`config.mk`:
```
export PLATFORM = sky130hd
export DESIGN_NAME = dmc_step
export DESIGN_NICKNAME = d
export VERILOG_FILES = /design/src/dmc_pkg.sv /design/src/dmc_step.sv
export SDC_FILE = /design/constraint.sdc
export NUM_CORES = 1
export LEC_CHECK = 0
export BUFFER_PORTS_ARGS = -buffer_cell sky130_fd_sc_hd__buf_4
export CORE_AREA = 2 2 153 155
export DETAILED_ROUTE_END_ITERATION = 16
export DIE_AREA = 0 0 155 157
export PLACE_DENSITY = 0.87
export REMOVE_ABC_BUFFERS = 1
export SLEW_MARGIN = 30
export SYNTH_ARGS = -nofsm -noshare
export SYNTH_HDL_FRONTEND = slang
export SYNTH_SLANG_ARGS = --single-unit
```
`constraint.sdc`:
```
create_clock -name clock -period 4.4 [get_ports clock]
set_input_delay 0.66 -clock clock [delete_from_list [all_inputs] [get_ports clock]]
set_output_delay 0.66 -clock clock [all_outputs]
set_load 0.1 [all_outputs]
```
`src/dmc_pkg.sv`:
```
// Shared types and constants for the 64-bit divide/modulo pipeline.
// No dependencies.
package dmc_pkg;

   localparam int DataWidth = 64;
   localparam int StepCount = DataWidth;

   typedef enum logic [1:0] {
      MODE_UDIV = 2'd0,
      MODE_UREM = 2'd1,
      MODE_SDIV = 2'd2,
      MODE_SREM = 2'd3
   } mode_type;

   // Payload carried down the pipeline; the valid bit travels beside it.
   typedef struct packed {
      mode_type               mode;
      logic                   neg_a;
      logic                   neg_b;
      logic                   zero_div;
      logic [DataWidth-1:0]   rem;      // partial remainder
      logic [DataWidth-1:0]   work;     // dividend bits shifting out, quotient bits in
      logic [DataWidth-1:0]   divisor;  // divisor magnitude
   } stage_type;

endpackage

```
`src/dmc_step.sv`:
```
// One restoring division step: shift in a dividend bit, trial subtract, register.
// Depends on dmc_pkg.
module dmc_step (
   input  logic               clock,
   input  logic               reset,
   input  logic               up_valid,
   input  dmc_pkg::stage_type up_stage,
   output logic               dn_valid,
   output dmc_pkg::stage_type dn_stage
);
   import dmc_pkg::*;

   logic                  valid_ff;
   stage_type             step_ff;
   stage_type             step_in;
   logic [DataWidth+1:0]  trial;
   logic                  take;

   always_comb begin
      // partial remainder is 65 bits after the shift; its top bit is rem[63]
      trial = {1'b0, up_stage.rem, up_stage.work[DataWidth-1]} - {2'b00, up_stage.divisor};
      take = ~trial[DataWidth+1];
      step_in = up_stage;
      step_in.rem = take ? trial[DataWidth-1:0]
                         : {up_stage.rem[DataWidth-2:0], up_stage.work[DataWidth-1]};
      step_in.work = {up_stage.work[DataWidth-2:0], take};
   end

   always_ff @(posedge clock) begin
      if (reset) begin
         valid_ff <= 1'b0;
      end else begin
         valid_ff <= up_valid;
      end
   end

   always_ff @(posedge clock) begin
      if (up_valid) begin
         step_ff <= step_in;
      end
   end

   assign dn_valid = valid_ff;
   assign dn_stage = step_ff;

endmodule

```
==> flow_summary_export.csv <==
group,metric,value,unit
setup_path,required,4.59,ns
floorplanning,io-pin-count,398,
timing,fin_crit_sh,87.6,%
timing,clock.fmax,260,MHz
global_routing,grt_max_degree,95,
place,dp_cells,1605,
clock_network,cts_buffers,17,
routing,vias,8870,
floorplanning,die_w,155,µm
clock_network,cts.sinks,198,
final_layout,final_cells,1639,
clock_network,clockBufferDepth,2,
worst_hold_path,hold_class,"in -> reg",
synthesis,synth-edff-count,197,
outcome,status,"finished clean",
clock_network,h-tree-depth,4,
power,powerDensity,465,nW/µm²
power,swShare,43.3,%
setup_path,worstSetupStartpointType,"input port",
setup_path,critPathLaunch,"up_stage[21]",
flow_run,cap_viol_max_count,0,
routing,ant_nets,0,
final_layout,design_area,14500,µm²
global_routing,track_usage,24.6,%
timing,period_minus_slack,3.85,ns
timing,worstMarginPinSlew,0.766,ns
timing,rsz0062_at_grt,"false",
global_routing,antenna_found_initial,2,
power,p_sw,2.92,mW
setup_path,critical_path_class,"in -> reg",
synthesis,ys_seq_area_share,56.3,%
global_routing,grt_pass1_wl,46600,µm
timing,slew_headroom,48.9,%
synthesis,ys_types,61,
routing,firstDrtPassIters,5,
worst_hold_path,min-delay-start,"reset",
routing,drcViolationCount,0,
power,combPwrFrac,40.0,%
floorplanning,std_cell_rows,55,
power,peakVddDrop,0.000260,V
place,dpl.hpwl,24000,µm
place,placed_area,13800,µm²
clock_network,cts-root-buf,"clkbuf_16",
power,power_frac_seq,35.3,%
clock_network,cts_hold_buf,0,
routing,routed_wl,30800,µm
synthesis,synthArstFlopShare,0,%
floorplanning,die_area,24300,µm²
floorplanning,start_util,46.8,%
routing,viasPerCell,5.41,
timing,finalSetupViolations,0,
setup_path,critPathMaxFanout,7,
synthesis,yosys_warnings,0,
synthesis,synthCells,942,
final_layout,syn_to_final_growth,37.5,%
floorplanning,core,22500,µm²
timing,hold_ws,0.362,ns
power,power_frac_clock,24.8,%
synthesis,synthesis.area,10500,µm²
synthesis,synthFlopType,"edfxtp_1",
global_routing,first_global_vias,8843,
routing,initialDrtViolationCount,516,
timing,slew_violations,0,
routing,post_drt_wl_per_cell,18.8,µm
synthesis,avgSynthCellArea,11.2,µm²
place,gp_congestion,0.931,
clock_network,clkTransAtPathRegs,0.09,ns
final_layout,layout.nets,1604,
place,port_buffers,397,
global_routing,grt.overflow.total,0,
final_layout,drive_above_1_share,33.9,%
clock_network,cts_setup_buffers,0,
synthesis,ys_ff_latch,198,
floorplanning,die_h,157,µm
setup_path,end_kind,"register",
clock_network,cts_tree,"done",
setup_path,arrival,4.05,ns
power,leakagePower,6.45,nW
clock_network,cts_resized,0,
power,power.internal,3.82,mW
timing,hold_viol,0,
## cell type report
type	count	area (µm²)
Multi-Input combinational cell	631	4150
Clock inverter	15	218
Clock buffer	17	425
Timing Repair Buffer	405	3080
Antenna cell	2	5.00
Sequential cell	198	5940
Tap cell	285	357
Inverter	86	323
Fill cell	1800	8010
## power by group through the flow
stage / Sequential (mW) / Combinational, mW / Clock (mW)
floorplan: 3.84 / 0.590 / 0
global placement: 2.42 / 2.66 / 0
detailed placement: 2.42 / 2.68 / 0
CTS: 2.38 / 2.69 / 1.70
global route: 2.40 / 2.82 / 1.76
finish: 2.38 / 2.70 / 1.67
## synthesized netlist by cell type (all sizes together), types with 3 or more instances
| master | count | area [µm²] |
|---|---|---|
| xor2 | 26 | 228 |
| xnor2 | 31 | 272 |
| nor3 | 4 | 20.0 |
| nand3 | 12 | 60.1 |
| nand4 | 12 | 75.1 |
| a221oi | 3 | 26.3 |
| ha | 64 | 801 |
| and3 | 6 | 37.5 |
| inv | 86 | 323 |
| o21bai | 13 | 97.6 |
| a211oi | 9 | 72.6 |
| o211ai | 7 | 57.6 |
| nor2 | 96 | 360 |
| a31o | 4 | 35.0 |
| a21oi | 133 | 666 |
| o221ai | 4 | 35.0 |
| nor2b | 6 | 37.5 |
| or3 | 4 | 25.0 |
| buf | 15 | 88.8 |
| o21a | 7 | 52.6 |
| o21ai | 31 | 155 |
| edfxtp | 197 | 5920 |
| nand2 | 71 | 267 |
| mux2 | 12 | 135 |
| and2 | 3 | 18.8 |
| a31oi | 11 | 75.1 |
| a21o | 26 | 195 |
| clkbuf | 12 | 46.3 |
## critical path: stages
cell and delay [ns]:
buf_4 0.10, inv_1 0.05, ha_1 0.42, nand4_1 0.24, nor4_1 0.42, inv_1 0.07, a211oi_1 0.41, o21ai_0 0.34
o41ai_1 0.57, nand3_1 0.17, o21ai_0 0.22, xor2_1 0.10, mux2_2 0.28
## flip-flops by register name, summed over array words and instances, names as in the netlist
name      count
dn_stage    197
dn_valid      1
## cell families (layout without fill, tap and decap cells)
logic type | count (synthesis) | in the layout | share of synthesized area, %
multiplexers | 14 | 14 | 1.47
buffers and inverters | 113 | 523 | 4.34
AND/OR/NAND/NOR | 227 | 227 | 9.45
adder cells (fa/ha/maj) | 65 | 65 | 7.79
XOR/XNOR | 57 | 57 | 4.74
flip-flops | 198 | 198 | 56.3
other | 0 | 2 | 0
AO/OA/AOI/OAI | 268 | 268 | 15.9
## cell usage in the layout, fill, tap and decap left out, types with 6 or more instances in the layout
cell type / Yosys / routed
a211oi_1: 8 / 8
a21o_1: 26 / 26
a21oi_1: 133 / 133
a31oi_1: 10 / 10
and3_1: 6 / 6
buf_4: 3 / 401
clkbuf_16: 0 / 17
edfxtp_1: 197 / 197
ha_1: 64 / 64
inv_1: 86 / 86
mux2_2: 9 / 9
nand2_1: 71 / 71
nand3_1: 12 / 12
nand4_1: 12 / 12
nor2_1: 96 / 96
nor2b_1: 6 / 6
o211ai_1: 6 / 6
o21a_1: 7 / 7
o21ai_0: 28 / 28
o21bai_1: 13 / 13
xnor2_1: 31 / 31
xor2_1: 26 / 26
## layer usage
metal / track usage [%] / vias up / part of all wire [%]
li1: - / 4242 / -
met1: 29.9 / 4201 / 40
met2: 43.8 / 383 / 51
met3: 5.56 / 44 / 7.1
met4: 7.50 / 0 / 2.1
met5: 0 / - / 0
## worst paths after layout
| kind | end | slack [ns] | cells past startpoint |
|---|---|---|---|
| max | dn_stage[175] | 0.55 | 13 |
| min | dn_valid | 0.36 | 2 |
## stage by stage
step / util [%] / total power [mW] / setup WS (ns) / setup TNS, ns
after floorplan: - / 4.43 / -0.885 / -44.03
after global placement: 61.5 / 5.07 / 0.195 / 0
after detailed placement: 61.5 / 5.10 / 0.156 / 0
after CTS: 64.4 / 6.78 / 0.613 / 0
after global routing: 64.4 / 6.97 / 0.149 / 0
final: 64.4 / 6.75 / 0.547 / 0
Note: power is estimated with default switching activity, not from simulation.
