<file path="config.mk">
export PLATFORM = sky130hd
export DESIGN_NAME = dmc_prep
export DESIGN_NICKNAME = d
export VERILOG_FILES = /design/src/dmc_pkg.sv /design/src/dmc_prep.sv
export SDC_FILE = /design/constraint.sdc
export NUM_CORES = 1
export LEC_CHECK = 0
export BUFFER_PORTS_ARGS = -buffer_cell sky130_fd_sc_hd__buf_2
export CAP_MARGIN = 20
export CORE_ASPECT_RATIO = 1.5
export CORE_MARGIN = 8
export CORE_UTILIZATION = 38
export DETAILED_ROUTE_END_ITERATION = 16
export PLACE_DENSITY = 0.75
export SLEW_MARGIN = 15
export SYNTH_ARGS = -nofsm -noshare
export SYNTH_HDL_FRONTEND = slang
export SYNTH_SLANG_ARGS = --single-unit
</file>
<file path="constraint.sdc">
create_clock -name clock -period 1.91 [get_ports clock]
set_input_delay 0.2865 -clock clock [delete_from_list [all_inputs] [get_ports clock]]
set_output_delay 0.2865 -clock clock [all_outputs]
set_load 0.005 [all_outputs]
</file>
<file path="src/dmc_pkg.sv">
// Shared types and constants for the 64-bit divide/modulo pipeline.
// No dependencies.
package dmc_pkg;

   localparam int DataWidth = 64;
   localparam int StepCount = DataWidth;

   typedef enum logic [1:0] {
      MODE_UDIV = 2'd0,
      MODE_UREM = 2'd1,
      MODE_SDIV = 2'd2,
      MODE_SREM = 2'd3
   } mode_type;

   // Payload carried down the pipeline; the valid bit travels beside it.
   typedef struct packed {
      mode_type               mode;
      logic                   neg_a;
      logic                   neg_b;
      logic                   zero_div;
      logic [DataWidth-1:0]   rem;      // partial remainder
      logic [DataWidth-1:0]   work;     // dividend bits shifting out, quotient bits in
      logic [DataWidth-1:0]   divisor;  // divisor magnitude
   } stage_type;

endpackage

</file>
<file path="src/dmc_prep.sv">
// Entry stage: registers an accepted item and takes operand magnitudes.
// Depends on dmc_pkg.
module dmc_prep (
   input  logic                          clock,
   input  logic                          reset,
   input  logic                          accept,
   input  logic [1:0]                    req_mode,
   input  logic [dmc_pkg::DataWidth-1:0] req_dividend,
   input  logic [dmc_pkg::DataWidth-1:0] req_divisor,
   output logic                          dn_valid,
   output dmc_pkg::stage_type            dn_stage
);
   import dmc_pkg::*;

   logic      valid_ff;
   stage_type step_ff;
   stage_type step_in;
   logic      is_signed;

   always_comb begin
      step_in.mode = mode_type'(req_mode);
      is_signed = (step_in.mode == MODE_SDIV) || (step_in.mode == MODE_SREM);
      step_in.neg_a = is_signed & req_dividend[DataWidth-1];
      step_in.neg_b = is_signed & req_divisor[DataWidth-1];
      step_in.zero_div = (req_divisor == '0);
      step_in.rem = '0;
      // -2^63 negates to its own bit pattern, which is the wanted magnitude
      step_in.work = step_in.neg_a ? (~req_dividend + 1'b1) : req_dividend;
      step_in.divisor = step_in.neg_b ? (~req_divisor + 1'b1) : req_divisor;
   end

   always_ff @(posedge clock) begin
      if (reset) begin
         valid_ff <= 1'b0;
      end else begin
         valid_ff <= accept;
      end
   end

   always_ff @(posedge clock) begin
      if (accept) begin
         step_ff <= step_in;
      end
   end

   assign dn_valid = valid_ff;
   assign dn_stage = step_ff;

endmodule

</file>
==> results.py <==
metrics = {
    "placed_design": {
        "place_congestion": 0.924,
        "io_buffers": 266,
        "placement.setup.worst_slack_ns": -0.381,
        "place.detailed.hpwl_um": 21600,
    },
    "worst_setup_path": {
        "critical_path.startpoint": "req_dividend[0]",
        "timing.critical_path.slowest_stage_cell": "sky130_fd_sc_hd__or4b_4",
        "timing.critical_path.cells": "buf_2 -> inv_1 -> ha_1 -> or4b_4 -> nor3_2 -> nand3_1 -> o31ai_2 -> xnor2_1",
        "endpoint_kind": "register",
        "cp_top_family": "simple AND/OR/NAND/NOR gates",
        "timing.critical_path.slowest_cell_delay_ns": 0.53,
        "critical_path.startpoint_type": "primary input",
        "path_max_fanout": 4,
        "cp.buffers_inverters": 2,
        "critPathRequiredTime_ns": 2.08,
        "criticalPathCategory": "in2reg",
        "cp_data_arrival_time_ns": 1.96,
    },
    "grt": {
        "grt_first_pass_wirelength_um": 40900,
        "grt_remaining_overflow": 0,
        "grt_use_total_pct": 20.8,
        "grt_start_max_net_pins": 89,
        "antenna_found_initial": 0,
        "grt_pass1_vias": 7699,
    },
    "yosys": {
        "synth_top_area_cell": "sky130_fd_sc_hd__edfxtp_1",
        "yosys_warnings": 0,
        "post_synth_num_cell_types": 54,
        "synth_top_cell_area_share_pct": 51.4,
        "synth_flop_cell": "sky130_fd_sc_hd__edfxtp_1",
        "synth_simple_gate_area_share_pct": 17.9,
        "synth_fa_ha_area_share_pct": 0.322,
        "synth_most_common_cell": "sky130_fd_sc_hd__edfxtp_1",
        "avgSynthCellArea_um2": 11.2,
        "ys_seq_elements": 134,
        "netlist_top_cells_area": "sky130_fd_sc_hd__edfxtp_1 (51%), sky130_fd_sc_hd__xor2_1 (9.9%), sky130_fd_sc_hd__buf_4 (6.3%)",
        "synth_area_mm2": 0.00778,
        "synth_compound_area_share_pct": 8.85,
        "netlist_instances": 695,
        "main_combinational_cell_family_by_area_after_synthesis": "simple AND/OR/NAND/NOR gates",
        "synthMuxAreaShare_pct": 0,
        "synth_edf_count": 133,
        "yosys.area_share.xor_xnor_pct": 13.3,
        "portion_of_the_post_synthesis_area_used_by_sequential_elements_pct": 51.6,
        "asyncSetResetFlopFracSynth_pct": 0,
        "synthTopCellsByCount": "sky130_fd_sc_hd__edfxtp_1 (133), sky130_fd_sc_hd__xor2_1 (88), sky130_fd_sc_hd__nor2_1 (69)",
    },
    "floorplanning": {
        "die_w_um": 133,
        "io-pin-count": 331,
        "die_area_mm2": 0.0254,
        "placementRows": 64,
        "die_h_um": 191,
        "core_mm2": 0.0203,
        "start_util_pct": 38.4,
    },
    "sta": {
        "setup_violations": 0,
        "timing_max_transition_violations_final": 0,
        "holdWs_ns": 0.0394,
        "hold_violations": 0,
        "post-route-min-period_ns": 1.79,
        "fmax_mhz": 558,
        "layout_worst_path_cycle_share_pct": 93.9,
        "timing_worst_slew_pin_value_ns": 0.537,
        "timing.final.ws_setup_ns": 0.117,
        "rsz_0062_raised_after_global_routing": "false",
        "maxSlewHeadroom_pct": 63.8,
    },
    "clocking": {
        "htree_num_levels": 4,
        "cts.root.buffer_cell": "sky130_fd_sc_hd__clkbuf_16",
        "cts_tree": "done",
        "clk_pin_slew_worst_paths_ns": 0.06,
        "cts_resized": 0,
        "cts_bufs_inserted": 17,
        "cts.sink_count": 134,
        "max-clock-path-buffers": 2,
    },
    "drt": {
        "met2RoutedLength_um": 14100,
        "post-route-drc-count": 0,
        "drt_iter0_drc": 423,
        "firstDrtPassIters": 5,
        "avgViaCountPerCell": 5.05,
        "detail_route.wirelength.met1_um": 9260,
        "ant_nets": 0,
        "route.top_layer_used": "met4",
        "detail_route.wl_per_cell_um": 18.6,
        "finalWirelength_um": 26700,
        "vias": 7237,
        "met3RoutedLength_um": 2330,
    },
    "worst_hold_path": {
        "holdCritPathClass": "in2reg",
        "hold_path.startpoint": "req_mode[0]",
    },
    "pwr": {
        "power.ir.vdd_worst_uv": 514,
        "p_leak_nw": 4.95,
        "power_density_mw_per_mm2": 731,
        "total_power_w": 0.00823,
    },
    "finish": {
        "insertedDiodeCount": 0,
        "synthToLayoutAreaGrowth_pct": 44.9,
        "sequential_cell_area_mm2": 0.00401,
        "drive_gt1_share_pct": 44.7,
        "fin_nets": 1291,
        "fill_cells": 1753,
        "multiInputGateArea_mm2": 0.00343,
    },
    "run_status": {
        "run_status": "finished clean",
    },
    "run": {
        "cap_violations": 0,
    },
}
what timing repair did:
| action | in CTS | in global routing |
|---|---|---|
| hold buffers | 1 | 0 |
| endpoints found under the hold margin | 1 | 0 |
| endpoints found under the setup margin | 0 | 5 |
| setup buffers | 0 | 1 |
cell families after synthesis:
group,after synthesis
AO/OA/AOI/OAI,113
XOR/XNOR,118
adder cells (fa/ha/maj),2
buffers and inverters,98
flip-flops,134
other,1
AND/OR/NAND/NOR,229
layer usage:
metal / track usage, % / vias to the layer above
li1: - / 3389
met1: 20.1 / 3382
met2: 38.5 / 402
met3: 6.58 / 64
met4: 11.5 / 0
met5: 0 / -
area by class of cell:
type / instances / share of cell area (%)
Tap cell: 264 / 2.93
Clock inverter: 8 / 0.655
Timing Repair Buffer: 459 / 25.5
Multi-Input combinational cell: 526 / 30.4
Clock buffer: 24 / 4.28
Inverter: 18 / 0.600
Sequential cell: 134 / 35.6
path summary, 6_finish.rpt:
path,to,slack [ns],depth (start not counted)
worst min-delay path,dn_stage[195],0.04,1
worst max-delay path,dn_stage[94],0.12,8
sequential cells by signal, summed over array words and instances, names as in the netlist:
register / flops
dn_stage: 133
dn_valid: 1
per-stage QoR:
step           utilization, %  setup TNS (ns)  instances  area [um^2]
4_1_cts                  55.6               0       1432        11300
3_3_place_gp             52.8          -13.41       1399        10700
2_1_floorplan               -          -0.151        758         8060
3_5_place_dp             52.8          -16.09       1399        10700
6_report                 55.6               0       1433        11300
5_1_grt                  55.6               0       1433        11300
cells in the final DEF, fill, tap and decap left out, types with 3 or more instances in the layout:
master / n
sky130_fd_sc_hd__buf_2: 265
sky130_fd_sc_hd__buf_4: 186
sky130_fd_sc_hd__edfxtp_1: 133
sky130_fd_sc_hd__xor2_1: 88
sky130_fd_sc_hd__nor2_1: 69
sky130_fd_sc_hd__conb_1: 64
sky130_fd_sc_hd__a21oi_1: 46
sky130_fd_sc_hd__nor3_1: 41
sky130_fd_sc_hd__a31oi_1: 31
sky130_fd_sc_hd__xnor2_1: 30
sky130_fd_sc_hd__nand2_1: 18
sky130_fd_sc_hd__nor4_1: 17
sky130_fd_sc_hd__clkbuf_16: 17
sky130_fd_sc_hd__inv_1: 16
sky130_fd_sc_hd__nand3_1: 9
sky130_fd_sc_hd__o21ai_0: 9
sky130_fd_sc_hd__or4_1: 8
sky130_fd_sc_hd__nor3_2: 8
sky130_fd_sc_hd__nor4_4: 7
sky130_fd_sc_hd__nor4_2: 7
sky130_fd_sc_hd__a41oi_1: 7
sky130_fd_sc_hd__nand4_1: 7
sky130_fd_sc_hd__buf_12: 7
sky130_fd_sc_hd__or3_1: 6
sky130_fd_sc_hd__o31ai_1: 6
sky130_fd_sc_hd__nand4b_1: 4
sky130_fd_sc_hd__clkbuf_1: 4
sky130_fd_sc_hd__clkinv_2: 4
sky130_fd_sc_hd__nand2_2: 3
sky130_fd_sc_hd__nand3b_1: 3
sky130_fd_sc_hd__nand3_2: 3
sky130_fd_sc_hd__nor4b_1: 3
sky130_fd_sc_hd__and3_1: 3
sky130_fd_sc_hd__clkbuf_8: 3
power breakdown:
part | internal [W] | switching, W | total (W) | leakage, nW
Clock | 0.00188 | 0.00122 | 0.00311 | 0.270
Combinational | 0.000662 | 0.000769 | 0.00143 | 3.37
Sequential | 0.00361 | 0.0000840 | 0.00369 | 1.31
Total | 0.00615 | 0.00208 | 0.00823 | 4.95
Power figures use the tool's default switching activity.
