## config.mk

```make
export PLATFORM = sky130hd
export DESIGN_NAME = dmc_post
export DESIGN_NICKNAME = d
export VERILOG_FILES = /design/src/dmc_pkg.sv /design/src/dmc_post.sv
export SDC_FILE = /design/constraint.sdc
export NUM_CORES = 1
export LEC_CHECK = 0
export BUFFER_PORTS_ARGS = -buffer_cell sky130_fd_sc_hd__buf_2
export CAP_MARGIN = 10
export CELL_PAD_IN_SITES_DETAIL_PLACEMENT = 0
export CELL_PAD_IN_SITES_GLOBAL_PLACEMENT = 1
export CORE_MARGIN = 3
export CORE_UTILIZATION = 34
export CTS_BUF_LIST = sky130_fd_sc_hd__clkbuf_16
export DETAILED_ROUTE_END_ITERATION = 7
export PLACE_DENSITY = 0.78
export SLEW_MARGIN = 5
export SYNTH_ARGS = -nofsm -noshare
export SYNTH_HDL_FRONTEND = slang
export SYNTH_SLANG_ARGS = --single-unit
```

## constraint.sdc

```tcl
create_clock -name clock -period 5.1 [get_ports clock]
set_input_delay 0.51 -clock clock [delete_from_list [all_inputs] [get_ports clock]]
set_output_delay 0.51 -clock clock [all_outputs]
set_load 0.01 [all_outputs]
```

## src/dmc_pkg.sv

```systemverilog
// Shared types and constants for the 64-bit divide/modulo pipeline.
// No dependencies.
package dmc_pkg;

   localparam int DataWidth = 64;
   localparam int StepCount = DataWidth;

   typedef enum logic [1:0] {
      MODE_UDIV = 2'd0,
      MODE_UREM = 2'd1,
      MODE_SDIV = 2'd2,
      MODE_SREM = 2'd3
   } mode_type;

   // Payload carried down the pipeline; the valid bit travels beside it.
   typedef struct packed {
      mode_type               mode;
      logic                   neg_a;
      logic                   neg_b;
      logic                   zero_div;
      logic [DataWidth-1:0]   rem;      // partial remainder
      logic [DataWidth-1:0]   work;     // dividend bits shifting out, quotient bits in
      logic [DataWidth-1:0]   divisor;  // divisor magnitude
   } stage_type;

endpackage

```

## src/dmc_post.sv

```systemverilog
// Exit stage: picks quotient or remainder, restores sign (zero for a zero divisor), registers the result.
// Depends on dmc_pkg.
module dmc_post (
   input  logic                          clock,
   input  logic                          reset,
   input  logic                          up_valid,
   input  dmc_pkg::stage_type            up_stage,
   output logic                          rsp_valid,
   output logic [dmc_pkg::DataWidth-1:0] rsp_result
);
   import dmc_pkg::*;

   logic                 valid_ff;
   logic [DataWidth-1:0] result_ff;
   logic [DataWidth-1:0] result_in;
   logic                 negate;
   logic [DataWidth-1:0] pick;

   always_comb begin
      unique case (up_stage.mode)
         MODE_UDIV: begin
            pick = up_stage.work;
            negate = 1'b0;
         end
         MODE_UREM: begin
            pick = up_stage.rem;
            negate = 1'b0;
         end
         MODE_SDIV: begin
            pick = up_stage.work;
            negate = up_stage.neg_a ^ up_stage.neg_b;
         end
         MODE_SREM: begin
            pick = up_stage.rem;
            negate = up_stage.neg_a;
         end
      endcase
      if (up_stage.zero_div) begin
         result_in = '0;
      end else if (negate) begin
         result_in = ~pick + 1'b1;
      end else begin
         result_in = pick;
      end
   end

   always_ff @(posedge clock) begin
      if (reset) begin
         valid_ff <= 1'b0;
      end else begin
         valid_ff <= up_valid;
      end
   end

   always_ff @(posedge clock) begin
      if (up_valid) begin
         result_ff <= result_in;
      end
   end

   assign rsp_valid = valid_ff;
   assign rsp_result = result_ff;

endmodule

```

==> impl_metrics.csv, run 1 <==
group,metric,value,unit
status,outcome,"complete, no violations",
sta,finalCriticalPeriod,3.33,ns
yosys,synth_area,5630,um2
layout,stdcell_area,7040,um2
clock_tree,cts-buffers-inserted,9,
die,die_width,135,um
detailed_routing,drtAntennaViolNets,0,
die,io-pin-count,265,
global_routing,global_route.overflow_total,0,
yosys,netlist_instances,606,
yosys,synth.top_cell.area_share,0.341,
worst_setup_path,timing.critical_path.required,5.23,ns
clock_tree,cts_buffer_depth,2,
die,num_rows,46,
sta,setup_violators_final,0,
sta,post-route-period-util,0.654,
sta,max_slew.worst_pin.slew,1.08,ns
placed_design,finalWeightedCongestion,0.850,
yosys,netlist.top_cell.by_area,"edfxtp_1",
worst_setup_path,highest_fanout_seen_on_the_critical_path,98,
layout,final_nets,989,
placed_design,place.detailed.instances,993,
global_routing,track_usage,0.198,
power,power.density,236,nW/um2
yosys,synth_nets,807,
yosys,area_contributors_post_synth,"edfxtp_1 34%, mux2i_1 11%, nor2_1 5.1%",
layout,layout-area-overhead-vs-synth,25.0,%
yosys,synth_sequential_area_ratio,0.345,
yosys,synth.yosys.warnings,0,
power,vdd.ir_drop.worst,0.148,mV
placed_design,placement.io_buffers,200,
job,drv_cap,0,
clock_tree,clk_pin_slew_worst_paths,0.06,ns
layout,stdcell_count,1008,
hold_path,hold_path.class,"in -> reg",
worst_setup_path,crit_slowest_cell,"buf_6",
worst_setup_path,crit_path_max_incr_delay,0.59,ns
clock_tree,cts_hold_repair.buffers,0,
worst_setup_path,critPathKind,"in -> reg",
detailed_routing,detail_route.first_pass.iterations,5,
layout,antenna_cells_inserted,0,
die,floorplan.die_area,18100,um2
die,initial_core_util,0.351,
clock_tree,cts-resized-gates,0,
sta,grt_setup_unrepaired,"no",
clock_tree,cts_root_buf,"clkbuf_16",
global_routing,pin_count_of_the_biggest_net_entering_global_routing,99,
clock_tree,clock_sinks,65,
sta,finalSetupTns,0,ns
global_routing,grt_first_pass_wirelength,28.4,mm
sta,finalHoldViolCount,0,
worst_setup_path,worst-path-buf-inv,2,
detailed_routing,post-route-drc-count,0,
power,p_leak,2.88,nW
worst_setup_path,cp_top_family,"simple AND/OR/NAND/NOR gates",
yosys,yosys_most_used_dff,"edfxtp_1",
yosys,synth_edf_count,64,
yosys,syn_area_per_cell,9.29,um2
die,die_height,135,um
die,coreArea,16100,um2
detailed_routing,detailedRoute.firstIterationViolations,299,
yosys,synthArstFlopShare,0,
sta,final.hold.worst_slack,0.331,ns
sta,relSlewSlack,0.281,
detailed_routing,detailroute.via_count,5419,
clock_tree,htree_levels,3,
placed_design,postPlaceCellArea,6790,um2
worst_setup_path,path_cells,"buf_6, buf_4, mux2_2, nor4_2, nand3_2, or3_1, o311ai_1",
sta,fmax,300,MHz
sta,timing.final.max_slew_violations,0,
layout,multi_input_comb_area,3480,um2
detailed_routing,detail_route.vias_per_cell,5.38,
clock_tree,cts.repair_timing.setup_buffer_count,0,
yosys,synthesized_flop_and_latch_total,65,
clock_tree,cts_tree,"yes",
layout,final-seq-area,1940,um2
detailed_routing,wl_per_cell,18.0,um
detailed_routing,totalWireLength,18.2,mm
worst_setup_path,cp_data_arrival_time,3.47,ns
layout,final.fill_count,1605,
global_routing,number_of_antenna_violations_at_the_first_check_in_global_routing,0,
global_routing,first_global_vias,5252,
layout,layout-drive-gt1-share,0.333,
yosys,number_of_distinct_standard_cells_referenced_by_the_synthesized_netlist,70,
placed_design,detailedPlacementHpwl,14.0,mm
worst_setup_path,critical_path.startpoint_type,"input port",
worst_setup_path,setup.worst_path.end_class,"register",
-- cells in the final DEF, fill, tap and decap left out, types with 7 or more instances in the layout --
| cell type | netlist | routed |
|---|---|---|
| nand2_1 | 16 | 16 |
| nor3_1 | 44 | 44 |
| a21oi_1 | 29 | 29 |
| clkbuf_16 | 0 | 9 |
| mux2_2 | 14 | 14 |
| xor2_1 | 21 | 21 |
| inv_1 | 2 | 7 |
| nor4_1 | 19 | 19 |
| buf_2 | 16 | 199 |
| nand4_1 | 8 | 8 |
| nor3b_1 | 23 | 23 |
| nand3_1 | 10 | 10 |
| o21ai_0 | 14 | 14 |
| mux2i_1 | 62 | 62 |
| xnor2_1 | 19 | 19 |
| a31oi_1 | 10 | 10 |
| buf_4 | 0 | 11 |
| nor2_1 | 77 | 77 |
| or3_1 | 10 | 10 |
| edfxtp_1 | 64 | 64 |
| nor2b_1 | 11 | 10 |
-- final timing paths --
kind / startpoint / depth (start not counted) / endpoint
hold / removal: reset / 2 / rsp_valid
setup / recovery: up_stage[195] / 7 / rsp_result[63]
-- cell type report --
| cell class | count | area share |
|---|---|---|
| multi-input combinational | 499 | 0.494 |
| sequential | 65 | 0.276 |
| timing repair buffer | 211 | 0.155 |
| tap | 216 | 0.0384 |
| clock buffer | 9 | 0.0320 |
| clock inverter | 6 | 0.00320 |
| inverter | 2 | 0.00107 |
-- cells by family (layout without fill, tap and decap cells) --
| group | count (synthesis) | in the layout | synth area share |
|---|---|---|---|
| DFF | 65 | 65 | 0.345 |
| muxes | 77 | 77 | 0.140 |
| adders and majority gates | 1 | 1 | 0.00222 |
| and+or+nand+nor | 274 | 274 | 0.284 |
| buffers and inverters | 42 | 228 | 0.0382 |
| AOI/OAI and AO/OA | 107 | 107 | 0.129 |
| xor gates and xnor gates | 40 | 40 | 0.0622 |
-- report_power, final --
group | internal [mW] | leakage (nW) | switching [mW]
clock | 0.316 | 0.139 | 0.233
combinational | 0.190 | 2.12 | 0.255
sequential | 0.654 | 0.625 | 0.0129
-- Yosys cell counts, types with 6 or more instances --
| library cell | n |
|---|---|
| xor2_1 | 21 |
| mux2i_1 | 62 |
| nor4_1 | 19 |
| nor2_1 | 77 |
| clkbuf_1 | 17 |
| xnor2_1 | 19 |
| or4_1 | 6 |
| nand2_1 | 16 |
| a31oi_1 | 10 |
| a21oi_1 | 29 |
| nand4_1 | 8 |
| nor2b_1 | 11 |
| mux2_2 | 14 |
| nor3b_1 | 23 |
| edfxtp_1 | 64 |
| nand3_1 | 10 |
| and2_1 | 6 |
| o21ai_0 | 14 |
| buf_2 | 16 |
| nor4b_1 | 6 |
| or3_1 | 10 |
| nor3_1 | 44 |
-- flip-flops by register name, summed over array words and instances, names as in the netlist --
register / cells
rsp_valid: 1
rsp_result: 64
-- metal layers --
layer  up-vias  track usage  share of wire
met4         0       0.0735          0.021
met2       194        0.320           0.47
met3        29       0.0410          0.069
met1      2504        0.263           0.44
li1       2692            -              -
met5         -            0              0
-- stage by stage --
step | worst slack [ns] | total power, mW | util
after floorplan | 1.19 | 0.938 | -
after global placement | 1.45 | 1.12 | 0.423
after detailed placement | 1.36 | 1.13 | 0.423
after CTS | 1.72 | 1.68 | 0.438
after global routing | 1.50 | 1.75 | 0.438
final | 1.77 | 1.66 | 0.438
Note: power is estimated with default switching activity, not from simulation.
==> run 2, diff against run 1 <==
--- a/config.mk
+++ b/config.mk
@@ -5,15 +5,16 @@
 export SDC_FILE = /design/constraint.sdc
 export NUM_CORES = 1
 export LEC_CHECK = 0
+export ABC_AREA = 1
 export BUFFER_PORTS_ARGS = -buffer_cell sky130_fd_sc_hd__buf_2
 export CAP_MARGIN = 10
 export CELL_PAD_IN_SITES_DETAIL_PLACEMENT = 0
 export CELL_PAD_IN_SITES_GLOBAL_PLACEMENT = 1
 export CORE_MARGIN = 3
-export CORE_UTILIZATION = 34
+export CORE_UTILIZATION = 28
 export CTS_BUF_LIST = sky130_fd_sc_hd__clkbuf_16
 export DETAILED_ROUTE_END_ITERATION = 7
-export PLACE_DENSITY = 0.78
+export PLACE_DENSITY = 0.74
 export SLEW_MARGIN = 5
 export SYNTH_ARGS = -nofsm -noshare
 export SYNTH_HDL_FRONTEND = slang
==> constraint.sdc (replaced) <==
create_clock -name clock -period 2.7 [get_ports clock]
set_input_delay 0.27 -clock clock [delete_from_list [all_inputs] [get_ports clock]]
set_output_delay 0.27 -clock clock [all_outputs]
set_load 0.01 [all_outputs]
==> run 2 against run 1 <==
Against the previous run:
- die area up 20%
- hold slack lost 0.24 ns
- area after synthesis shrank 0.58%
- cell count grew 35%
- flip-flop and latch count did not move
- sequential power up 87%
- via count increased by 10%
==> impl_metrics.csv, run 2 <==
group,metric,value,unit
yosys,synth_nets,1094,
layout,final_core_util,0.367,
detailed_routing,totalWireLength,18.6,mm
global_routing,grt_first_pass_wirelength,29.4,mm
yosys,synth.top_cell.area_share,0.343,
global_routing,track_usage,0.173,
sta,relSlewSlack,0.673,
sta,post-route-period-util,0.819,
placed_design,dpl_worst_slack,0.156,ns
clock_tree,cts_buffer_depth,2,
layout,layout_commonest_cell,"nand2_1",
die,floorplan.die_area,21700,um2
global_routing,grt_use_met1,0.251,
yosys,synth.yosys.warnings,0,
sta,timing.final.max_slew_violations,0,
sta,fmax,452,MHz
die,coreArea,19500,um2
clock_tree,clock_sinks,65,
layout,antenna_cells_inserted,0,
layout,layout-drive-gt1-share,0.251,
yosys,synthArstFlopShare,0,
power,combinationalPowerShare,0.264,
clock_tree,cts-resized-gates,0,
die,initial_core_util,0.287,
worst_setup_path,setup.worst_path.end_class,"register",
layout,final_nets,1292,
layout,stdcell_area,7170,um2
detailed_routing,detailedRoute.firstIterationViolations,417,
sta,setup_violators_final,0,
clock_tree,cts_root_buf,"clkbuf_16",
sta,finalCriticalPeriod,2.21,ns
global_routing,number_of_antenna_violations_at_the_first_check_in_global_routing,0,
yosys,synthesized_flop_and_latch_total,65,
yosys,synth_edf_count,64,
layout,final.fill_count,2206,
detailed_routing,detail_route.vias_per_cell,4.38,
yosys,number_of_distinct_standard_cells_referenced_by_the_synthesized_netlist,32,
worst_setup_path,critPathKind,"in -> reg",
yosys,synth_area,5600,um2
job,drv_cap,0,
status,outcome,"complete, no violations",
worst_setup_path,cp_data_arrival_time,2.30,ns
clock_tree,cts.repair_timing.setup_buffer_count,0,
global_routing,global_route.overflow_total,0,
yosys,synth.most_common_cell,"nand2_1",
clock_tree,cts_tree,"yes",
yosys,netlist_instances,893,
yosys,synth_sequential_area_ratio,0.347,
yosys,area_contributors_post_synth,"edfxtp_1 34%, nand2_1 21%, inv_1 8.6%",
sta,finalHoldViolCount,0,
worst_setup_path,timing.critical_path.required,2.79,ns
die,io-pin-count,265,
sta,finalSetupTns,0,ns
layout,layout-area-overhead-vs-synth,28.0,%
clock_tree,clk_pin_slew_worst_paths,0.05,ns
power,vdd.ir_drop.worst,0.243,mV
power,pwr-share-seq,0.386,
placed_design,placement.io_buffers,200,
global_routing,first_global_vias,5591,
sta,final.setup.worst_slack,0.490,ns
worst_setup_path,highest_fanout_seen_on_the_critical_path,35,
power,p_leak,3.57,nW
layout,most-common-layout-cells,"314 x nand2_1, 199 x buf_2, 130 x inv_1, 124 x nor2_1, 64 x edfxtp_1",
placed_design,postPlaceCellArea,6890,um2
detailed_routing,detail_route.first_pass.iterations,5,
placed_design,finalWeightedCongestion,0.872,
yosys,post_synth_most_frequent_cells,"314 x nand2_1, 129 x inv_1, 125 x nor2_1",
power,total_switching_power,1.00,mW
sta,max_slew.worst_pin.slew,0.485,ns
yosys,yosys_most_used_dff,"edfxtp_1",
hold_path,min_from,"reset",
global_routing,pin_count_of_the_biggest_net_entering_global_routing,50,
detailed_routing,drtAntennaViolNets,0,
die,die_height,147,um
global_routing,groute.layer.met3.usage,0.0414,
detailed_routing,detailroute.via_count,5962,
power,clockPowerShare,0.349,
clock_tree,htree_levels,3,
global_routing,grt_busiest_layer,"met2",
clock_tree,cts-buffers-inserted,9,
clock_tree,cts_hold_repair.buffers,0,
detailed_routing,wl_per_cell,13.7,um
worst_setup_path,critical_path.startpoint_type,"input port",
yosys,syn_area_per_cell,6.27,um2
placed_design,detailedPlacementHpwl,15.1,mm
detailed_routing,post-route-drc-count,0,
die,num_rows,51,
layout,largest_reg_flops,64,
hold_path,hold_path.class,"in -> reg",
power,power.switching_fraction,0.310,
die,die_width,147,um
sta,grt_setup_unrepaired,"no",
worst_setup_path,critPathLaunch,"up_stage[195]",
power,power.density,453,nW/um2
global_routing,globalRouteMet2Util,0.258,
power,power.internal,2.24,mW
yosys,netlist.top_cell.by_area,"edfxtp_1",
-- run 2: cell types whose count changed after synthesis, sizes merged, moves of 21 or more --
cell   before  now
nor3b      23    2
o21ai      17   81
nor3       45   21
xor2       21    0
nand2      16  328
mux2i      62    1
nor2       77  143
nand3      11   32
inv         2  132
nor4       23    0
-- run 2: routing by layer --
layer | wire, um | part of all wire | vias up
li1 | - | - | 3208
met1 | 9090 | 0.49 | 2564
met2 | 8020 | 0.43 | 180
met3 | 1330 | 0.071 | 10
met4 | 193 | 0.010 | 0
met5 | 0 | 0 | -
-- run 2: power groups by stage --
stage	Clock (mW)	Combinational (mW)	Sequential [mW]
floorplan	0	0.452	1.33
global placement	0	0.859	1.27
detailed placement	0	0.865	1.27
CTS	1.16	0.868	1.26
global route	1.21	0.979	1.26
finish	1.13	0.858	1.25
-- run 2: path summary, 6_finish.rpt --
check / end / slack [ns] / cells past startpoint
hold / removal: rsp_valid / 0.09 / 2
setup / recovery: rsp_result[58] / 0.49 / 14
-- run 2: through the flow --
step / hold slack, ns / cells / power [mW]
detailed placement: 0.433 / 1345 / 2.14
finish: 0.0876 / 1360 / 3.24
global route: 0.0821 / 1360 / 3.45
global placement: 0.426 / 1345 / 2.13
CTS: 0.0733 / 1360 / 3.28
floorplan: 0.341 / 893 / 1.78
-- run 2: cell families (layout without fill, tap and decap cells) --
kind of cell	after synthesis	in the layout	synth area share
and+or+nand+nor	538	538	0.397
buffers and inverters	163	365	0.131
AOI/OAI and AO/OA	125	125	0.121
DFF	65	65	0.347
adders and majority gates	1	1	0.00223
muxes	1	1	0.00179
-- run 2: area by class of cell --
type | instances | area, um2 | share of cell area
well taps | 265 | 332 | 0.0463
clock buffers | 9 | 225 | 0.0314
flip-flops and latches | 65 | 1940 | 0.271
clock inverters | 6 | 51.3 | 0.00716
inverters | 133 | 504 | 0.0704
repair buffers | 217 | 1180 | 0.165
multi-input cells | 665 | 2930 | 0.409
-- run 2: worst max-delay path, stage by stage --
cell	delay (ns)
buf_4	0.18
buf_12	0.21
nand2_1	0.09
nand2_2	0.10
ha_1	0.20
nand2_1	0.10
nor2_4	0.15
nand3_1	0.15
nor2_2	0.28
nand3_1	0.12
nand2_1	0.16
nand2_1	0.11
nor2_1	0.10
nor2_1	0.05
==> run 3, diff against run 2 <==
--- a/config.mk
+++ b/config.mk
@@ -5,16 +5,16 @@
 export SDC_FILE = /design/constraint.sdc
 export NUM_CORES = 1
 export LEC_CHECK = 0
-export ABC_AREA = 1
+export ABC_AREA = 0
 export BUFFER_PORTS_ARGS = -buffer_cell sky130_fd_sc_hd__buf_2
 export CAP_MARGIN = 10
 export CELL_PAD_IN_SITES_DETAIL_PLACEMENT = 0
 export CELL_PAD_IN_SITES_GLOBAL_PLACEMENT = 1
 export CORE_MARGIN = 3
-export CORE_UTILIZATION = 28
+export CORE_UTILIZATION = 34
 export CTS_BUF_LIST = sky130_fd_sc_hd__clkbuf_16
 export DETAILED_ROUTE_END_ITERATION = 7
-export PLACE_DENSITY = 0.74
+export PLACE_DENSITY = 0.78
 export SLEW_MARGIN = 5
 export SYNTH_ARGS = -nofsm -noshare
 export SYNTH_HDL_FRONTEND = slang
==> constraint.sdc (replaced) <==
create_clock -name clock -period 2.2 [get_ports clock]
set_input_delay 0.22 -clock clock [delete_from_list [all_inputs] [get_ports clock]]
set_output_delay 0.22 -clock clock [all_outputs]
set_load 0.01 [all_outputs]
==> run 3 against run 2 <==
Against the previous run:
- the run now ends with negative setup slack left
- critical endpoint is now rsp_result[63]
- setup slack worse by 0.52 ns
- routed wire length up 14%
- non-clock buffer count up 177
- first-iteration DRC count down 3.8%
- critical path type unchanged
==> impl_metrics.csv, run 3 (synthesis gave the netlist of run 1 again) <==
group,metric,value,unit
worst_setup_path,setup.worst_path.end_class,"register",
global_routing,track_usage,0.225,
placed_design,finalWeightedCongestion,0.882,
layout,largest_reg_flops,64,
worst_setup_path,cp_data_arrival_time,2.30,ns
layout,layout-area-overhead-vs-synth,59.5,%
worst_setup_path,crit_path_max_incr_delay,0.43,ns
layout,final_core_util,0.559,
global_routing,pin_count_of_the_biggest_net_entering_global_routing,66,
detailed_routing,maxUsedRoutingLayer,"met4",
worst_setup_path,path_cells,"clkbuf_16, buf_6, or3_4, and2_4, or3_4, or2_4, o31ai_1, o311ai_4",
die,num_rows,46,
sta,post-route-period-util,1.01,
placed_design,detailedPlacementHpwl,16.3,mm
global_routing,number_of_antenna_violations_at_the_first_check_in_global_routing,2,
die,coreArea,16100,um2
worst_setup_path,timing.critical_path.required,2.27,ns
sta,setup_violators_final,1,
worst_setup_path,crit_slowest_cell,"o31ai_1",
detailed_routing,detail_route.vias_per_cell,5.23,
sta,finalCriticalPeriod,2.23,ns
detailed_routing,wl_per_cell,17.8,um
detailed_routing,totalWireLength,21.3,mm
clock_tree,clock_sinks,65,
worst_setup_path,highest_fanout_seen_on_the_critical_path,8,
sta,relSlewSlack,0.656,
detailed_routing,detailedRoute.firstIterationViolations,401,
worst_setup_path,cp_common_cell,"or3_4",
sta,fmax,449,MHz
clock_tree,cts_root_buf,"clkbuf_16",
die,initial_core_util,0.351,
status,violations_in_the_final_reports,"negative setup slack",
power,power.density,485,nW/um2
worst_setup_path,worst-path-buf-inv,2,
clock_tree,cts_tree,"yes",
sta,finalHoldViolCount,0,
worst_setup_path,critical_path.startpoint_type,"input port",
detailed_routing,post-route-drc-count,0,
die,die_height,135,um
sta,final.setup.worst_slack,-0.0278,ns
worst_setup_path,cp_top_family,"simple AND/OR/NAND/NOR gates",
layout,most-common-layout-cells,"199 x buf_2, 182 x buf_4, 77 x nor2_1, 64 x edfxtp_1, 59 x mux2i_1",
job,drv_cap,0,
placed_design,placement.io_buffers,200,
clock_tree,htree_levels,3,
layout,layout_commonest_cell,"buf_2",
die,floorplan.die_area,18100,um2
clock_tree,cts_buffer_depth,2,
detailed_routing,drtAntennaViolNets,0,
worst_setup_path,critPathKind,"in -> reg",
global_routing,grt_first_pass_wirelength,32.1,mm
hold_path,hold_path.class,"in -> reg",
detailed_routing,detail_route.first_pass.iterations,5,
detailed_routing,route.met3.wl,1.21,mm
clock_tree,clk_pin_slew_worst_paths,0.06,ns
hold_path,min_from,"reset",
layout,final_nets,1172,
sta,max_slew.worst_pin.slew,0.509,ns
layout,layout-drive-gt1-share,0.512,
power,p_leak,3.95,nW
hold_path,hold_path_depth,2,
die,die_width,135,um
sta,timing.final.max_slew_violations,0,
hold_path,min_to,"rsp_valid",
detailed_routing,met2_length,9.97,mm
clock_tree,cts-buffers-inserted,9,
detailed_routing,detail_route.wirelength.met1,9.66,mm
layout,final.fill_count,1502,
die,io-pin-count,265,
detailed_routing,detailroute.via_count,6241,
status,outcome,"complete, but fails checks",
global_routing,first_global_vias,6098,
placed_design,dpl_worst_slack,-0.483,ns
power,vdd.ir_drop.worst,0.401,mV
global_routing,global_route.overflow_total,0,
[run 3: changes by cell type in the layout (fill, tap and decap cells not counted), sizes merged, moves of 23 or more]
cell and change:
nor4 +23, nand2 -312, mux2i +61, buf +175
nor3 +24, o21ai -64, inv -131, nor2 -66
[run 3: how the worst max path moves through the flow]
stage                     cells after the start  slack, ns             end           from
after global routing                          8      -0.04  rsp_result[63]  up_stage[195]
after CTS                                     8      0.002  rsp_result[63]  up_stage[195]
after floorplan                              13      -0.76  rsp_result[46]  up_stage[195]
after detailed placement                      8      -0.48  rsp_result[63]  up_stage[195]
final                                         8      -0.03  rsp_result[63]  up_stage[195]
after global placement                        9      -0.50  rsp_result[56]  up_stage[195]
[run 3: power by group]
group,switching [mW],internal [mW]
Sequential,0.0379,1.52
Combinational,0.700,0.668
Clock,0.573,0.863
[run 3: cell type report]
type	count	area [um2]	share of cell area
Sequential cell	65	1940	0.216
Antenna cell	2	5.00	0.000557
Timing Repair Buffer	394	2590	0.288
Multi-Input combinational cell	499	3880	0.432
Tap cell	216	270	0.0301
Clock buffer	9	225	0.0251
Clock inverter	7	61.3	0.00683
Inverter	2	7.51	0.000836
[run 3: metrics by stage]
stage | cells | TNS [ns] | instance area [um2] | hold slack (ns) | power, mW
after detailed placement | 1169 | -16.48 | 8290 | 0.379 | 2.87
after global placement | 1169 | -15.75 | 8290 | 0.374 | 2.86
after floorplan | 606 | -15.93 | 5820 | 0.292 | 2.20
after CTS | 1185 | 0 | 8610 | 0.0121 | 4.32
final | 1194 | -0.0278 | 8980 | 0.0210 | 4.36
after global routing | 1194 | -0.0802 | 8980 | 0.0174 | 4.57
[run 3: timing repair]
item                       CTS  global route
setup endpoints to repair   17            28
pin swaps                    2            14
resized for setup            6            49
hold buffers                 0             0
buffers inserted             0             5
cloned                       0             2
[run 3: routing by layer]
layer / vias up / global-route usage
met5: - / 0
met4: 0 / 0.0617
met3: 32 / 0.0414
met2: 209 / 0.357
met1: 2930 / 0.317
li1: 3070 / -
